**config.mk**
```make
export PLATFORM = sky130hd
export DESIGN_NAME = build_script_tokenizer
export DESIGN_NICKNAME = d
export VERILOG_FILES = /design/src/design/bst_pkg.sv /design/src/design/bst_step.sv /design/src/design/build_script_tokenizer.sv
export SDC_FILE = /design/constraint.sdc
export NUM_CORES = 1
export LEC_CHECK = 0
export ABC_AREA = 1
export BUFFER_PORTS_ARGS = -buffer_cell sky130_fd_sc_hd__buf_2
export CAP_MARGIN = 15
export CORE_MARGIN = 1
export CORE_UTILIZATION = 50
export DETAILED_ROUTE_END_ITERATION = 8
export MAX_ROUTING_LAYER = met4
export PLACE_DENSITY_LB_ADDON = 0.25
export SKIP_CTS_REPAIR_TIMING = 1
export SLEW_MARGIN = 20
export SYNTH_ARGS = -nofsm -noshare
export SYNTH_HDL_FRONTEND = slang
export SYNTH_HIERARCHICAL = 1
export SYNTH_SLANG_ARGS = --single-unit
```
**constraint.sdc**
```tcl
create_clock -name clk_i -period 3.3 [get_ports clk_i]
set_input_delay 0.165 -clock clk_i [delete_from_list [all_inputs] [get_ports clk_i]]
set_output_delay 0.165 -clock clk_i [all_outputs]
set_load 0.005 [all_outputs]
```
**src/design/bst_pkg.sv**
```systemverilog
// shared types, codes and character constants of the build script tokenizer
package bst_pkg;

  // token kinds
  localparam logic [2:0] KIND_COMMAND  = 3'd0;
  localparam logic [2:0] KIND_VARIABLE = 3'd1;
  localparam logic [2:0] KIND_FUNCTION = 3'd2;
  localparam logic [2:0] KIND_CALL     = 3'd3;
  localparam logic [2:0] KIND_STRING   = 3'd4;
  localparam logic [2:0] KIND_COMMENT  = 3'd5;
  localparam logic [2:0] KIND_UNSET    = 3'd7;

  // result event kinds
  localparam logic [1:0] EV_BYTE  = 2'd0;
  localparam logic [1:0] EV_EMPTY = 2'd1;
  localparam logic [1:0] EV_ERROR = 2'd2;

  // syntax error codes
  localparam logic [2:0] ERR_ESCAPE = 3'd0;
  localparam logic [2:0] ERR_HASH   = 3'd1;
  localparam logic [2:0] ERR_EQUALS = 3'd2;
  localparam logic [2:0] ERR_COLON  = 3'd3;
  localparam logic [2:0] ERR_BANG   = 3'd4;

  // characters that steer the lexer
  localparam logic [7:0] CH_BSLASH = 8'h5C;
  localparam logic [7:0] CH_HASH   = 8'h23;
  localparam logic [7:0] CH_QUOTE  = 8'h22;
  localparam logic [7:0] CH_EQUALS = 8'h3D;
  localparam logic [7:0] CH_COLON  = 8'h3A;
  localparam logic [7:0] CH_BANG   = 8'h21;
  localparam logic [7:0] CH_SPACE  = 8'h20;
  localparam logic [7:0] CH_TAB    = 8'h09;
  localparam logic [7:0] CH_NL     = 8'h0A;

  // what one input byte does to the lexer state
  typedef struct packed {
    logic       append;
    logic       close;
    logic [2:0] close_kind;
    logic       error;
    logic [2:0] err_code;
    logic [2:0] kind_next;
    logic       esc_next;
    logic       line_inc;
  } step_t;

  function automatic logic is_blank(logic [7:0] c);
    return (c == CH_SPACE) || (c == CH_TAB);
  endfunction

endpackage

```
**src/design/bst_step.sv**
```systemverilog
// byte decoder: lexing rules for one text byte against the current token state
module bst_step
  import bst_pkg::*;
(
  input  logic [7:0] byte_i,
  input  logic [2:0] kind_i,
  input  logic       esc_i,
  input  logic       len_nz_i,
  output step_t      step_o
);

  logic text;
  logic unset;

  assign text  = (kind_i == KIND_STRING) || (kind_i == KIND_COMMENT);
  assign unset = (kind_i == KIND_UNSET);

  always_comb begin
    step_o            = '0;
    step_o.err_code   = ERR_ESCAPE;
    step_o.kind_next  = kind_i;
    step_o.esc_next   = esc_i;
    step_o.close_kind = unset ? KIND_COMMAND : kind_i;
    case (byte_i)
      CH_BSLASH: begin
        if (!esc_i) begin
          step_o.esc_next = 1'b1;
        end else if (!unset) begin
          step_o.append   = 1'b1;
          step_o.esc_next = 1'b0;
        end else begin
          step_o.error = 1'b1;
        end
      end
      CH_HASH: begin
        if (!esc_i && unset) begin
          step_o.close     = len_nz_i;
          step_o.kind_next = KIND_COMMENT;
        end else if (text) begin
          step_o.esc_next = 1'b0;
          step_o.append   = 1'b1;
        end else begin
          step_o.esc_next = 1'b0;
          step_o.error    = 1'b1;
          step_o.err_code = ERR_HASH;
        end
      end
      CH_QUOTE: begin
        if (unset) begin
          if (!esc_i) begin
            step_o.kind_next = KIND_STRING;
          end else begin
            step_o.error = 1'b1;
          end
        end else if (kind_i == KIND_STRING) begin
          if (esc_i) begin
            step_o.append   = 1'b1;
            step_o.esc_next = 1'b0;
          end else begin
            step_o.close     = 1'b1;
            step_o.kind_next = KIND_UNSET;
          end
        end
      end
      CH_EQUALS, CH_COLON: begin
        if (unset) begin
          if (esc_i) begin
            step_o.error    = 1'b1;
            step_o.esc_next = 1'b0;
          end else begin
            step_o.close      = 1'b1;
            step_o.close_kind = (byte_i == CH_EQUALS) ? KIND_VARIABLE : KIND_FUNCTION;
            step_o.kind_next  = KIND_UNSET;
          end
        end else if (text) begin
          step_o.append = 1'b1;
        end else begin
          step_o.error    = 1'b1;
          step_o.err_code = (byte_i == CH_EQUALS) ? ERR_EQUALS : ERR_COLON;
        end
      end
      CH_BANG: begin
        if (text) begin
          step_o.append = 1'b1;
        end else if (!unset) begin
          step_o.error    = 1'b1;
          step_o.err_code = ERR_BANG;
        end else begin
          step_o.kind_next = KIND_CALL;
        end
      end
      CH_SPACE, CH_TAB: begin
        if (!text && !unset) begin
          step_o.close     = 1'b1;
          step_o.kind_next = KIND_UNSET;
        end else begin
          step_o.append = 1'b1;
        end
      end
      CH_NL: begin
        if (esc_i) begin
          step_o.esc_next = 1'b0;
        end else begin
          step_o.close     = 1'b1;
          step_o.kind_next = KIND_UNSET;
        end
        step_o.line_inc = 1'b1;
      end
      default: begin
        step_o.append = 1'b1;
      end
    endcase
  end

endmodule

```
**src/design/build_script_tokenizer.sv**
```systemverilog
// top level of the build script tokenizer: token store, trim tracking and result output
// Build script tokenizer. Takes one raw text byte per request on the input channel and
// gives results on the output channel: one result per byte of a closed token with leading
// and trailing blanks trimmed, one empty-token result for a token that trims to nothing,
// or one syntax-error result. The last result caused by a byte carries last_of_token.
// Token bytes sit in a TOKEN_MAX deep single-port-write, single-read memory with a
// registered read. An ordinary byte and one that only changes state do not wait on the
// output; one that gives an error or empty-token result is held off while the output
// register is full and stalled. A byte that closes a token with bytes left after
// trimming streams them from the memory one entry a cycle while the output is not
// stalled, and no new byte is taken meanwhile. The trim bounds are tracked while bytes
// are appended, so no search happens at close. Bytes past TOKEN_MAX are dropped and the
// token reports overflowed. A write on the cfg channel loads the line counter and holds
// off the byte input in that cycle; it is meant only while the block is idle and
// cfg_ready_o is always high. Reset puts the line counter at 1.
module build_script_tokenizer
  import bst_pkg::*;
#(
  parameter int TOKEN_MAX = 64,
  parameter int LINE_BITS = 16
) (
  input  logic        clk_i,
  input  logic        rst_ni,
  // configuration write channel
  input  logic        cfg_valid_i,
  output logic        cfg_ready_o,
  input  logic [15:0] cfg_wdata_i,
  // text byte requests
  input  logic        in_valid_i,
  output logic        in_stall_o,
  input  logic [7:0]  text_byte_i,
  // results
  output logic        out_valid_o,
  input  logic        out_stall_i,
  output logic [1:0]  event_kind_o,
  output logic [2:0]  token_kind_o,
  output logic [7:0]  token_byte_o,
  output logic [15:0] line_number_o,
  output logic [2:0]  error_code_o,
  output logic        overflowed_o,
  output logic        last_of_token_o
);

  localparam int AW = (TOKEN_MAX > 1) ? $clog2(TOKEN_MAX) : 1;
  localparam int LW = $clog2(TOKEN_MAX + 1);
  localparam logic [LW-1:0] LEN_MAX = LW'(TOKEN_MAX);
  localparam logic [LW-1:0] LEN_ONE = LW'(1);

  typedef enum logic [1:0] {
    ST_IDLE = 2'b01,
    ST_EMIT = 2'b10
  } state_e;

  // lexer state
  state_e         state_q, state_d;
  logic [2:0]     kind_q, kind_d;
  logic           esc_q, esc_d;
  logic [LINE_BITS-1:0] line_q, line_d;
  logic [LW-1:0]  len_q, len_d;
  logic           ovf_q, ovf_d;
  // trim bounds: first non-blank index and one past the last non-blank
  logic           nb_seen_q, nb_seen_d;
  logic [LW-1:0]  first_q, first_d;
  logic [LW-1:0]  hi_q, hi_d;

  // token readout
  logic [LW-1:0]  rd_ptr_q, rd_ptr_d;
  logic [LW-1:0]  end_q, end_d;
  logic           rd_more_q, rd_more_d;
  logic           dat_vld_q, dat_vld_d;
  logic           dat_last_q, dat_last_d;
  logic [2:0]     emit_kind_q, emit_kind_d;
  logic [15:0]    emit_line_q, emit_line_d;
  logic           emit_ovf_q, emit_ovf_d;

  // output register
  logic           out_valid_q, out_valid_d;
  logic [1:0]     out_event_q, out_event_d;
  logic [2:0]     out_kind_q, out_kind_d;
  logic [7:0]     out_byte_q, out_byte_d;
  logic [15:0]    out_line_q, out_line_d;
  logic [2:0]     out_code_q, out_code_d;
  logic           out_ovf_q, out_ovf_d;
  logic           out_last_q, out_last_d;

  // token store
  logic [7:0]     mem [TOKEN_MAX];
  logic [7:0]     rd_data_q;
  logic           wr_en;
  logic           rd_en;

  step_t          step;
  logic           cfg_wr;
  logic           in_acc;
  logic           direct;
  logic           out_free;
  logic           out_load;
  logic           rd_last;
  logic [15:0]    line16;
  logic [LINE_BITS+15:0] line_ext;
  logic [LINE_BITS+15:0] cfg_ext;

  bst_step u_step (
    .byte_i   (text_byte_i),
    .kind_i   (kind_q),
    .esc_i    (esc_q),
    .len_nz_i (len_q != '0),
    .step_o   (step)
  );

  assign line_ext = {16'h0000, line_q};
  assign line16   = line_ext[15:0];
  assign cfg_ext  = {{LINE_BITS{1'b0}}, cfg_wdata_i};

  assign cfg_ready_o = 1'b1;
  assign cfg_wr      = cfg_valid_i;

  // output register frees when empty or drained this cycle
  assign out_free = !out_valid_q || !out_stall_i;
  // error and empty-token results go straight to the output register
  assign direct   = step.error || (step.close && !nb_seen_q);

  // a register write takes the cycle, the byte waits
  assign in_stall_o = (state_q != ST_IDLE) || cfg_wr || (direct && !out_free);
  assign in_acc     = in_valid_i && !in_stall_o;

  // readout pipeline: memory data moves on when the output register takes it
  assign out_load = dat_vld_q && out_free;
  assign rd_en    = (state_q == ST_EMIT) && rd_more_q && (!dat_vld_q || out_load);
  assign rd_last  = (rd_ptr_q + LEN_ONE) == end_q;
  assign wr_en    = in_acc && step.append && (len_q < LEN_MAX);

  always_comb begin
    state_d     = state_q;
    kind_d      = kind_q;
    esc_d       = esc_q;
    line_d      = line_q;
    len_d       = len_q;
    ovf_d       = ovf_q;
    nb_seen_d   = nb_seen_q;
    first_d     = first_q;
    hi_d        = hi_q;
    rd_ptr_d    = rd_ptr_q;
    end_d       = end_q;
    rd_more_d   = rd_more_q;
    dat_vld_d   = dat_vld_q;
    dat_last_d  = dat_last_q;
    emit_kind_d = emit_kind_q;
    emit_line_d = emit_line_q;
    emit_ovf_d  = emit_ovf_q;
    out_valid_d = out_valid_q && out_stall_i;
    out_event_d = out_event_q;
    out_kind_d  = out_kind_q;
    out_byte_d  = out_byte_q;
    out_line_d  = out_line_q;
    out_code_d  = out_code_q;
    out_ovf_d   = out_ovf_q;
    out_last_d  = out_last_q;

    if (cfg_wr) begin
      line_d = cfg_ext[LINE_BITS-1:0];
    end

    if (in_acc) begin
      kind_d = step.kind_next;
      esc_d  = step.esc_next;
      if (step.line_inc) begin
        line_d = line_q + LINE_BITS'(1);
      end
      // append with trim tracking, drop once full
      if (step.append) begin
        if (len_q < LEN_MAX) begin
          len_d = len_q + LEN_ONE;
          if (!is_blank(text_byte_i)) begin
            if (!nb_seen_q) begin
              first_d = len_q;
            end
            hi_d      = len_q + LEN_ONE;
            nb_seen_d = 1'b1;
          end
        end else begin
          ovf_d = 1'b1;
        end
      end
      if (step.error) begin
        out_valid_d = 1'b1;
        out_event_d = EV_ERROR;
        out_kind_d  = KIND_COMMAND;
        out_byte_d  = 8'h00;
        out_line_d  = line16;
        out_code_d  = step.err_code;
        out_ovf_d   = 1'b0;
        out_last_d  = 1'b1;
      end
      if (step.close) begin
        len_d     = '0;
        ovf_d     = 1'b0;
        nb_seen_d = 1'b0;
        if (nb_seen_q) begin
          // stream the trimmed span out of the store
          state_d     = ST_EMIT;
          rd_ptr_d    = first_q;
          end_d       = hi_q;
          rd_more_d   = 1'b1;
          emit_kind_d = step.close_kind;
          emit_line_d = line16;
          emit_ovf_d  = ovf_q;
        end else begin
          out_valid_d = 1'b1;
          out_event_d = EV_EMPTY;
          out_kind_d  = step.close_kind;
          out_byte_d  = 8'h00;
          out_line_d  = line16;
          out_code_d  = ERR_ESCAPE;
          out_ovf_d   = ovf_q;
          out_last_d  = 1'b1;
        end
      end
    end

    if (out_load) begin
      out_valid_d = 1'b1;
      out_event_d = EV_BYTE;
      out_kind_d  = emit_kind_q;
      out_byte_d  = rd_data_q;
      out_line_d  = emit_line_q;
      out_code_d  = ERR_ESCAPE;
      out_ovf_d   = emit_ovf_q;
      out_last_d  = dat_last_q;
      dat_vld_d   = 1'b0;
      if (dat_last_q) begin
        state_d = ST_IDLE;
      end
    end

    if (rd_en) begin
      rd_ptr_d   = rd_ptr_q + LEN_ONE;
      dat_vld_d  = 1'b1;
      dat_last_d = rd_last;
      if (rd_last) begin
        rd_more_d = 1'b0;
      end
    end
  end

  always_ff @(posedge clk_i or negedge rst_ni) begin
    if (!rst_ni) begin
      state_q     <= ST_IDLE;
      kind_q      <= KIND_UNSET;
      esc_q       <= 1'b0;
      line_q      <= LINE_BITS'(1);
      len_q       <= '0;
      ovf_q       <= 1'b0;
      nb_seen_q   <= 1'b0;
      rd_more_q   <= 1'b0;
      dat_vld_q   <= 1'b0;
      out_valid_q <= 1'b0;
    end else begin
      state_q     <= state_d;
      kind_q      <= kind_d;
      esc_q       <= esc_d;
      line_q      <= line_d;
      len_q       <= len_d;
      ovf_q       <= ovf_d;
      nb_seen_q   <= nb_seen_d;
      rd_more_q   <= rd_more_d;
      dat_vld_q   <= dat_vld_d;
      out_valid_q <= out_valid_d;
    end
  end

  // payload registers
  always_ff @(posedge clk_i) begin
    first_q     <= first_d;
    hi_q        <= hi_d;
    rd_ptr_q    <= rd_ptr_d;
    end_q       <= end_d;
    dat_last_q  <= dat_last_d;
    emit_kind_q <= emit_kind_d;
    emit_line_q <= emit_line_d;
    emit_ovf_q  <= emit_ovf_d;
    out_event_q <= out_event_d;
    out_kind_q  <= out_kind_d;
    out_byte_q  <= out_byte_d;
    out_line_q  <= out_line_d;
    out_code_q  <= out_code_d;
    out_ovf_q   <= out_ovf_d;
    out_last_q  <= out_last_d;
  end

  // token store, one write and one registered read per cycle
  always_ff @(posedge clk_i) begin
    if (wr_en) begin
      mem[len_q[AW-1:0]] <= text_byte_i;
    end
    if (rd_en) begin
      rd_data_q <= mem[rd_ptr_q[AW-1:0]];
    end
  end

  assign out_valid_o     = out_valid_q;
  assign event_kind_o    = out_event_q;
  assign token_kind_o    = out_kind_q;
  assign token_byte_o    = out_byte_q;
  assign line_number_o   = out_line_q;
  assign error_code_o    = out_code_q;
  assign overflowed_o    = out_ovf_q;
  assign last_of_token_o = out_last_q;

`ifndef SYNTHESIS
  // readout data only exists while a token is being streamed
  assert property (@(posedge clk_i) disable iff (!rst_ni)
    (dat_vld_q || rd_more_q) |-> (state_q == ST_EMIT))
    else $error("token readout active outside emit state");

  // read pointer stays inside the trimmed span
  assert property (@(posedge clk_i) disable iff (!rst_ni)
    rd_more_q |-> (rd_ptr_q < end_q) && (end_q <= LEN_MAX))
    else $error("read pointer past token end");

  // trim bounds stay within the filled part of the store
  assert property (@(posedge clk_i) disable iff (!rst_ni)
    nb_seen_q |-> (first_q < hi_q) && (hi_q <= len_q) && (len_q <= LEN_MAX))
    else $error("trim bounds inconsistent with token length");

  // no new byte is taken while a token streams out
  assert property (@(posedge clk_i) disable iff (!rst_ni)
    (state_q == ST_EMIT) |=> !(in_acc && $past(dat_vld_q && !dat_last_q)))
    else $error("byte accepted during token readout");
`endif

endmodule

```
==> results of run 1 <==
==> registers in the layout, summed over array words and instances (netlist names), 2 cells and up <==
signal / cells
emit_kind_q: 3
emit_line_q: 16
end_q: 7
error_code_o: 3
event_kind_o: 2
first_q: 7
hi_q: 7
kind_q: 3
len_q: 7
line16: 16
line_number_o: 16
mem: 512
rd_data_q: 8
rd_ptr_q: 7
state_q: 2
token_byte_o: 8
token_kind_o: 3
==> per-stage QoR <==
| step | std cells | util [%] | hold WS (ns) | worst slack, ns |
|---|---|---|---|---|
| after global placement | 3285 | 53.8 | 0.325 | 0.165 |
| after detailed placement | 3285 | 53.8 | 0.333 | 0.0842 |
| final | 3429 | 58.1 | 0.0261 | 0.211 |
| after CTS | 3403 | 57.6 | -0.306 | 0.0764 |
| after floorplan | 2519 | - | -0.131 | 0.146 |
| after global routing | 3429 | 58.1 | 0.0376 | 0.0387 |
==> cells by family (layout without fill, tap and decap cells) <==
kind of cell	count (synthesis)	in the layout
XOR/XNOR	15	15
AND/OR/NAND/NOR	1340	1341
adder cells (fa/ha/maj)	4	4
multiplexers	1	1
buffers and inverters	221	434
flip-flops	637	637
AO/OA/AOI/OAI	300	300
other	1	1
==> path summary, 6_finish.rpt <==
check / startpoint / end / slack, ns / depth (start not counted)
hold / removal: text_byte_i[4] / mem[20][4] / 0.03 / 2
setup reg to reg: kind_q[2] / mem[12][3] / 0.21 / 16
hold reg to reg: hi_q[5] / end_q[5] / 0.41 / 0
setup / recovery: kind_q[2] / mem[12][3] / 0.21 / 16
max in group asynchronous: rst_ni / len_q[4] / 2.49 / 2
min in group asynchronous: rst_ni / line16[10] / 0.23 / 2
==> final cells by class <==
cell class                      instances  area share [%]
Inverter                               95            1.17
Multi-Input combinational cell       1662            23.5
Clock inverter                         38            1.09
Clock buffer                           80            5.53
Tap cell                              696            2.79
Timing Repair Buffer                  221            5.27
Sequential cell                       637            60.6
==> critical path, stage by stage (launching register included) <==
cell and delay, ns:
dfstp_2 0.59, nand3_1 0.16, inv_1 0.19, nand2_2 0.14
nand4_1 0.14, nand4_1 0.14, inv_1 0.15, nand2_4 0.06
nand2_2 0.09, nand3_4 0.08, inv_4 0.07, nand2_4 0.07
nor2_8 0.22, nand4_4 0.13, buf_4 0.19, nor2_1 0.14
buf_4 0.20
==> report_power, final <==
group	total, uW	switching (uW)	internal (uW)
sequential	8870	26.1	8840
clock	7230	3080	4140
combinational	365	281	83.7
==> metal layers <==
metal,up-vias,track usage [%],share of wire (%)
met2,903,39.4,46
li1,8994,-,-
met3,124,4.53,8.8
met1,9278,36.7,42
met5,-,-,0
met4,0,10.7,3.4
==> layout by cell type (no fill, tap or decap), types with 3 or more instances in the layout <==
cell,n
clkinv_1,16
nand4_4,3
inv_6,6
clkbuf_1,13
inv_2,3
clkinv_2,13
nor3_1,9
ha_1,4
nor2_1,466
nand4_2,3
buf_4,131
dlygate4sd3_1,18
a31oi_1,5
edfxtp_1,598
inv_1,85
nand3b_1,3
nand2_4,4
clkbuf_16,67
xor2_1,13
bufinv_16,5
o21ai_0,237
dfrtp_1,29
dfxtp_1,5
nand2_2,5
nand3_1,266
nand3_4,3
a21oi_1,49
buf_2,64
nand2_1,562
buf_12,8
nand4_1,9
dfstp_2,5
==> flow_summary_export.csv, run 1 <==
group,metric,value,unit
cells_and_area,antenna_cells,0,
synthesis,muxShareOfSynthArea,0.0369,%
synthesis,synth_fa_ha_area_share,0.184,%
flow_run,maxCapViolations,0,
synthesis,synth_top_family_by_area,"simple AND/OR/NAND/NOR gates",
timing,tightest_slew,1.04,ns
synthesis,synth.area.top_cells,"edfxtp_1 (66%), nand2_1 (7.8%), nor2_1 (6.5%)",
setup_path,crit_arrival,3.38,ns
clocking,clk_latency,0.61,ns
grt,grt_max_degree,86,
route,ant_nets,0,
route,dr.pass1.iters,6,
grt,grt_pass1_vias,18400,
grt,overflow,0,
timing,rsz0062_at_grt,"false",
route,drt-total-wl,71500,um
clocking,path_clk_slew,0.07,ns
clocking,htreeDepth,3,
synthesis,yosys_warnings,6,
placed_design,hpwlAfterDp,45600,um
synthesis,ys_ff_latch,637,
route,wire_per_inst,20.8,um
synthesis,synth_compound_area_share,5.62,%
synthesis,ys_seq_area_share,69.7,%
timing,slew_viol_final,0,
synthesis,synth.net_count,2552,
cells_and_area,multi_input_area,7350,um^2
route,vias,19300,
clocking,cts_sinks,637,
timing,hold_viol_final,0,
floorplanning,die_width,235,um
synthesis,synth_edf_count,598,
outcome,status,"completed",
floorplanning,die_h,235,um
cells_and_area,final.fill_count,4316,
route,drtIter0Drc,2437,
synthesis,synth-simple-area-share,20.7,%
setup_path,crit_type,"reg2reg",
worst_hold_path,min_path_type,"in2reg",
clocking,cts-root-buf,"clkbuf_16",
synthesis,synth_area,27100,um^2
floorplanning,row_count,85,
timing,fin_skew,0.0247,ns
synthesis,synth_ff_type,"edfxtp_1",
clocking,cts_tree,"done",
floorplanning,io_pins,66,
power,ir_drop,0.361,mV
timing,period_share,93.6,%
floorplanning,core-area,53700,um^2
synthesis,synth_top_cell_by_area,"edfxtp_1",
setup_path,endpoint_kind,"register",
setup_path,crit_fanout,8,
route,viasPerCell,5.63,
power,total_power,16500,uW
route,drc,0,
timing,fmax,0.324,GHz
placed_design,gp_congestion,0.923,
timing,slew_headroom,30.8,%
grt,grt_first_pass_wirelength,107000,um
synthesis,synth_cells,2519,
cells_and_area,register_area,18900,um^2
floorplanning,fp.dieArea,55200,um^2
grt,grtUsageTotal,26.6,%
power,leakagePower,0.0116,uW
clocking,cts_buffers,67,
synthesis,yosysMostFrequentCell,"edfxtp_1",
setup_path,cp_data_required_time,3.59,ns
placed_design,place_area,28900,um^2
clocking,clockBufferDepth,3,
cells_and_area,final_net_count,2717,
timing,setup_viol,0,
placed_design,io_buffers,64,
cells_and_area,area_delta_synth_final,15.0,%
setup_path,cp-start-kind,"register",
synthesis,synthArstFlopShare,5.34,%
timing,tns,0,ns
cells_and_area,layout-drive-gt1-share,12.1,%
synthesis,synth_commonest_cells,"edfxtp_1 (598), nand2_1 (563), nor2_1 (467)",
synthesis,synth_cell_type_count,46,
cells_and_area,design_area,31200,um^2
synthesis,synth_xor_area_share,0.484,%
grt,antenna_found_initial,2,
floorplanning,start_util,50.5,%
synthesis,avgSynthCellArea,10.8,um^2
timing,layout_min_cycle_time,3.09,ns
synthesis,synth_top_area_share,66.2,%
power,cellPowerDensity,527,nW/um^2
(Power assumes the default switching activity.)
==> inputs of run 2 (changes only) <==
- HOLD_SLACK_MARGIN: not set -> 0.02
- clock period: 3.3 -> 2.5 ns (I/O delays scaled with it)
==> run 2 against run 1 <==
The run now ends with negative setup slack left. Sequential power grew 32%. First-iteration DRC count rose by 0.25%. Register-to-register slack lost 0.55 ns. Worst hold slack better by 0.045 ns. Via count grew 0.93%. Power is 32% higher. Setup slack got worse by 0.55 ns. Clock-buffer cell count rose by 6. Non-clock buffer count grew 49. Routed wire length increased by 1.9%. Critical endpoint is now mem[10][7]. Largest power group unchanged.
==> flow_summary_export.csv, run 2 (synthesis gave the netlist of run 1 again) <==
group,metric,value,unit
timing,fmax,0.353,GHz
timing,period_share,113,%
grt,antenna_found_initial,2,
cells_and_area,final.fill_count,4220,
clocking,cts_tree,"done",
floorplanning,die_width,235,um
cells_and_area,multi_input_area,7780,um^2
setup_path,cp_data_required_time,2.81,ns
setup_path,crit_slowest_cell,"dfstp_2",
floorplanning,core-area,53700,um^2
power,cellPowerDensity,672,nW/um^2
route,drtIter0Drc,2443,
grt,grtUsageTotal,27.2,%
timing,slew_headroom,33.2,%
setup_path,cp-start-kind,"register",
clocking,clk_latency,0.60,ns
floorplanning,io_pins,66,
clocking,cts-root-buf,"clkbuf_16",
grt,overflow,0,
clocking,htreeDepth,3,
cells_and_area,design_area,32300,um^2
setup_path,endpoint_kind,"register",
floorplanning,row_count,85,
timing,tightest_slew,1.00,ns
outcome,status,"finished with violations",
timing,fin_skew,0.0282,ns
timing,layout_min_cycle_time,2.83,ns
route,vias,19500,
route,drt-total-wl,72800,um
cells_and_area,area_delta_synth_final,19.2,%
placed_design,hpwlAfterDp,47000,um
cells_and_area,layout_common_cells,"edfxtp_1 (598), nand2_1 (559), nor2_1 (412)",
clocking,cts_sinks,637,
power,ir_drop,0.565,mV
cells_and_area,layout-drive-gt1-share,16.0,%
setup_path,crit_type,"reg2reg",
clocking,path_clk_slew,0.06,ns
route,ant_nets,0,
cells_and_area,mostFrequentLayoutCell,"edfxtp_1",
floorplanning,start_util,50.5,%
flow_run,maxCapViolations,0,
timing,rsz0062_at_grt,"true",
cells_and_area,register_area,18900,um^2
setup_path,ff2ff_setup_slack,-0.33,ns
timing,hold_viol_final,0,
route,viasPerCell,5.60,
clocking,clockBufferDepth,3,
setup_path,crit_fanout,8,
placed_design,io_buffers,64,
timing,setup_viol,583,
cells_and_area,final_net_count,2765,
cells_and_area,largest_register_ffs,512,
route,dr.pass1.iters,6,
power,leakagePower,0.0120,uW
outcome,violations,"negative setup slack",
placed_design,place_area,29700,um^2
worst_hold_path,min_path_type,"in2reg",
route,wire_per_inst,21.0,um
timing,fin_ws,-0.335,ns
floorplanning,die_h,235,um
grt,grt_max_degree,74,
timing,slew_viol_final,0,
placed_design,gp_congestion,1.01,
clocking,cts_buffers,67,
setup_path,critical_path.top_delay_family,"simple AND/OR/NAND/NOR gates",
setup_path,critPathBufInv,5,
setup_path,worstPathCellList,"nand3_4, nand2_2, inv_2, a21oi_2, nand4_1, nand2_4, nand2_4, nand2_4, nand3_4, inv_4, nand2_4, nor2_8, buf_4, nand4_2, buf_6, nor2_1, buf_4",
setup_path,cpPeakStageDelay,0.61,ns
setup_path,path_common_cell,"nand2_4",
setup_path,crit_arrival,3.14,ns
floorplanning,fp.dieArea,55200,um^2
grt,grt_pass1_vias,18800,
placed_design,dp_slack,-0.457,ns
route,drc,0,
grt,grt_first_pass_wirelength,110000,um
[run 2: cell count changes in the layout (fill, tap and decap cells not counted), sizes merged]
cell    previous run  this run
clkbuf            80        86
bufinv             5         3
inv               97        91
buf              203       252
nor2             471       470
diode              0         2
[run 2: worst paths after layout]
kind                       startpoint         end  cells after the start
setup reg to reg            kind_q[2]  mem[10][7]                     17
setup / recovery            kind_q[2]  mem[10][7]                     17
max in group asynchronous      rst_ni    len_q[5]                      2
hold reg to reg               hi_q[0]    end_q[0]                      0
min in group asynchronous      rst_ni  line16[11]                      2
hold / removal             in_valid_i   kind_q[0]                      5
[run 2: layer usage]
layer  vias to the layer above  part of all wire [%]  global-route usage [%]  routed length (um)
met1                      9399                    42                    37.3               30500
met2                       843                    47                    41.7               34100
met4                         0                   3.2                    9.77                2330
li1                       9101                     -                       -                   -
met5                         -                     0                       -                   0
met3                       136                   8.1                    3.91                5920
[run 2: worst min-delay path: cells and delay by family]
family	cells	cell delay, ns
AND/OR/NAND/NOR	3	0.21
buffers and inverters	2	0.33
[run 2: where the power goes]
| group | switching, uW | internal, uW | total, uW |
|---|---|---|---|
| registers | 35.1 | 11700 | 11700 |
| clock network | 3990 | 5530 | 9520 |
| logic | 385 | 128 | 513 |
| total | 4410 | 17300 | 21700 |
[run 2: area by class of cell]
class | instances | share of cell area (%)
sequential | 637 | 58.5
multi-input combinational | 1661 | 24.1
timing repair buffer | 270 | 7.15
clock buffer | 86 | 5.72
tap | 696 | 2.69
inverter | 95 | 1.18
clock inverter | 30 | 0.708
antenna | 2 | 0.0155
[run 2: per-stage QoR]
| stage | setup TNS (ns) | util, % | power (uW) | std cells | hold WS, ns |
|---|---|---|---|---|---|
| 5_1_grt | -192.98 | 60.2 | 22300 | 3477 | 0.0830 |
| 2_1_floorplan | -187.08 | - | 12100 | 2519 | -0.171 |
| 6_report | -141.26 | 60.2 | 21700 | 3477 | 0.0709 |
| 4_1_cts | -151.88 | 59.2 | 21800 | 3449 | -0.361 |
| 3_3_place_gp | -131.63 | 55.3 | 12400 | 3333 | 0.268 |
| 3_5_place_dp | -157.46 | 55.3 | 12400 | 3333 | 0.278 |
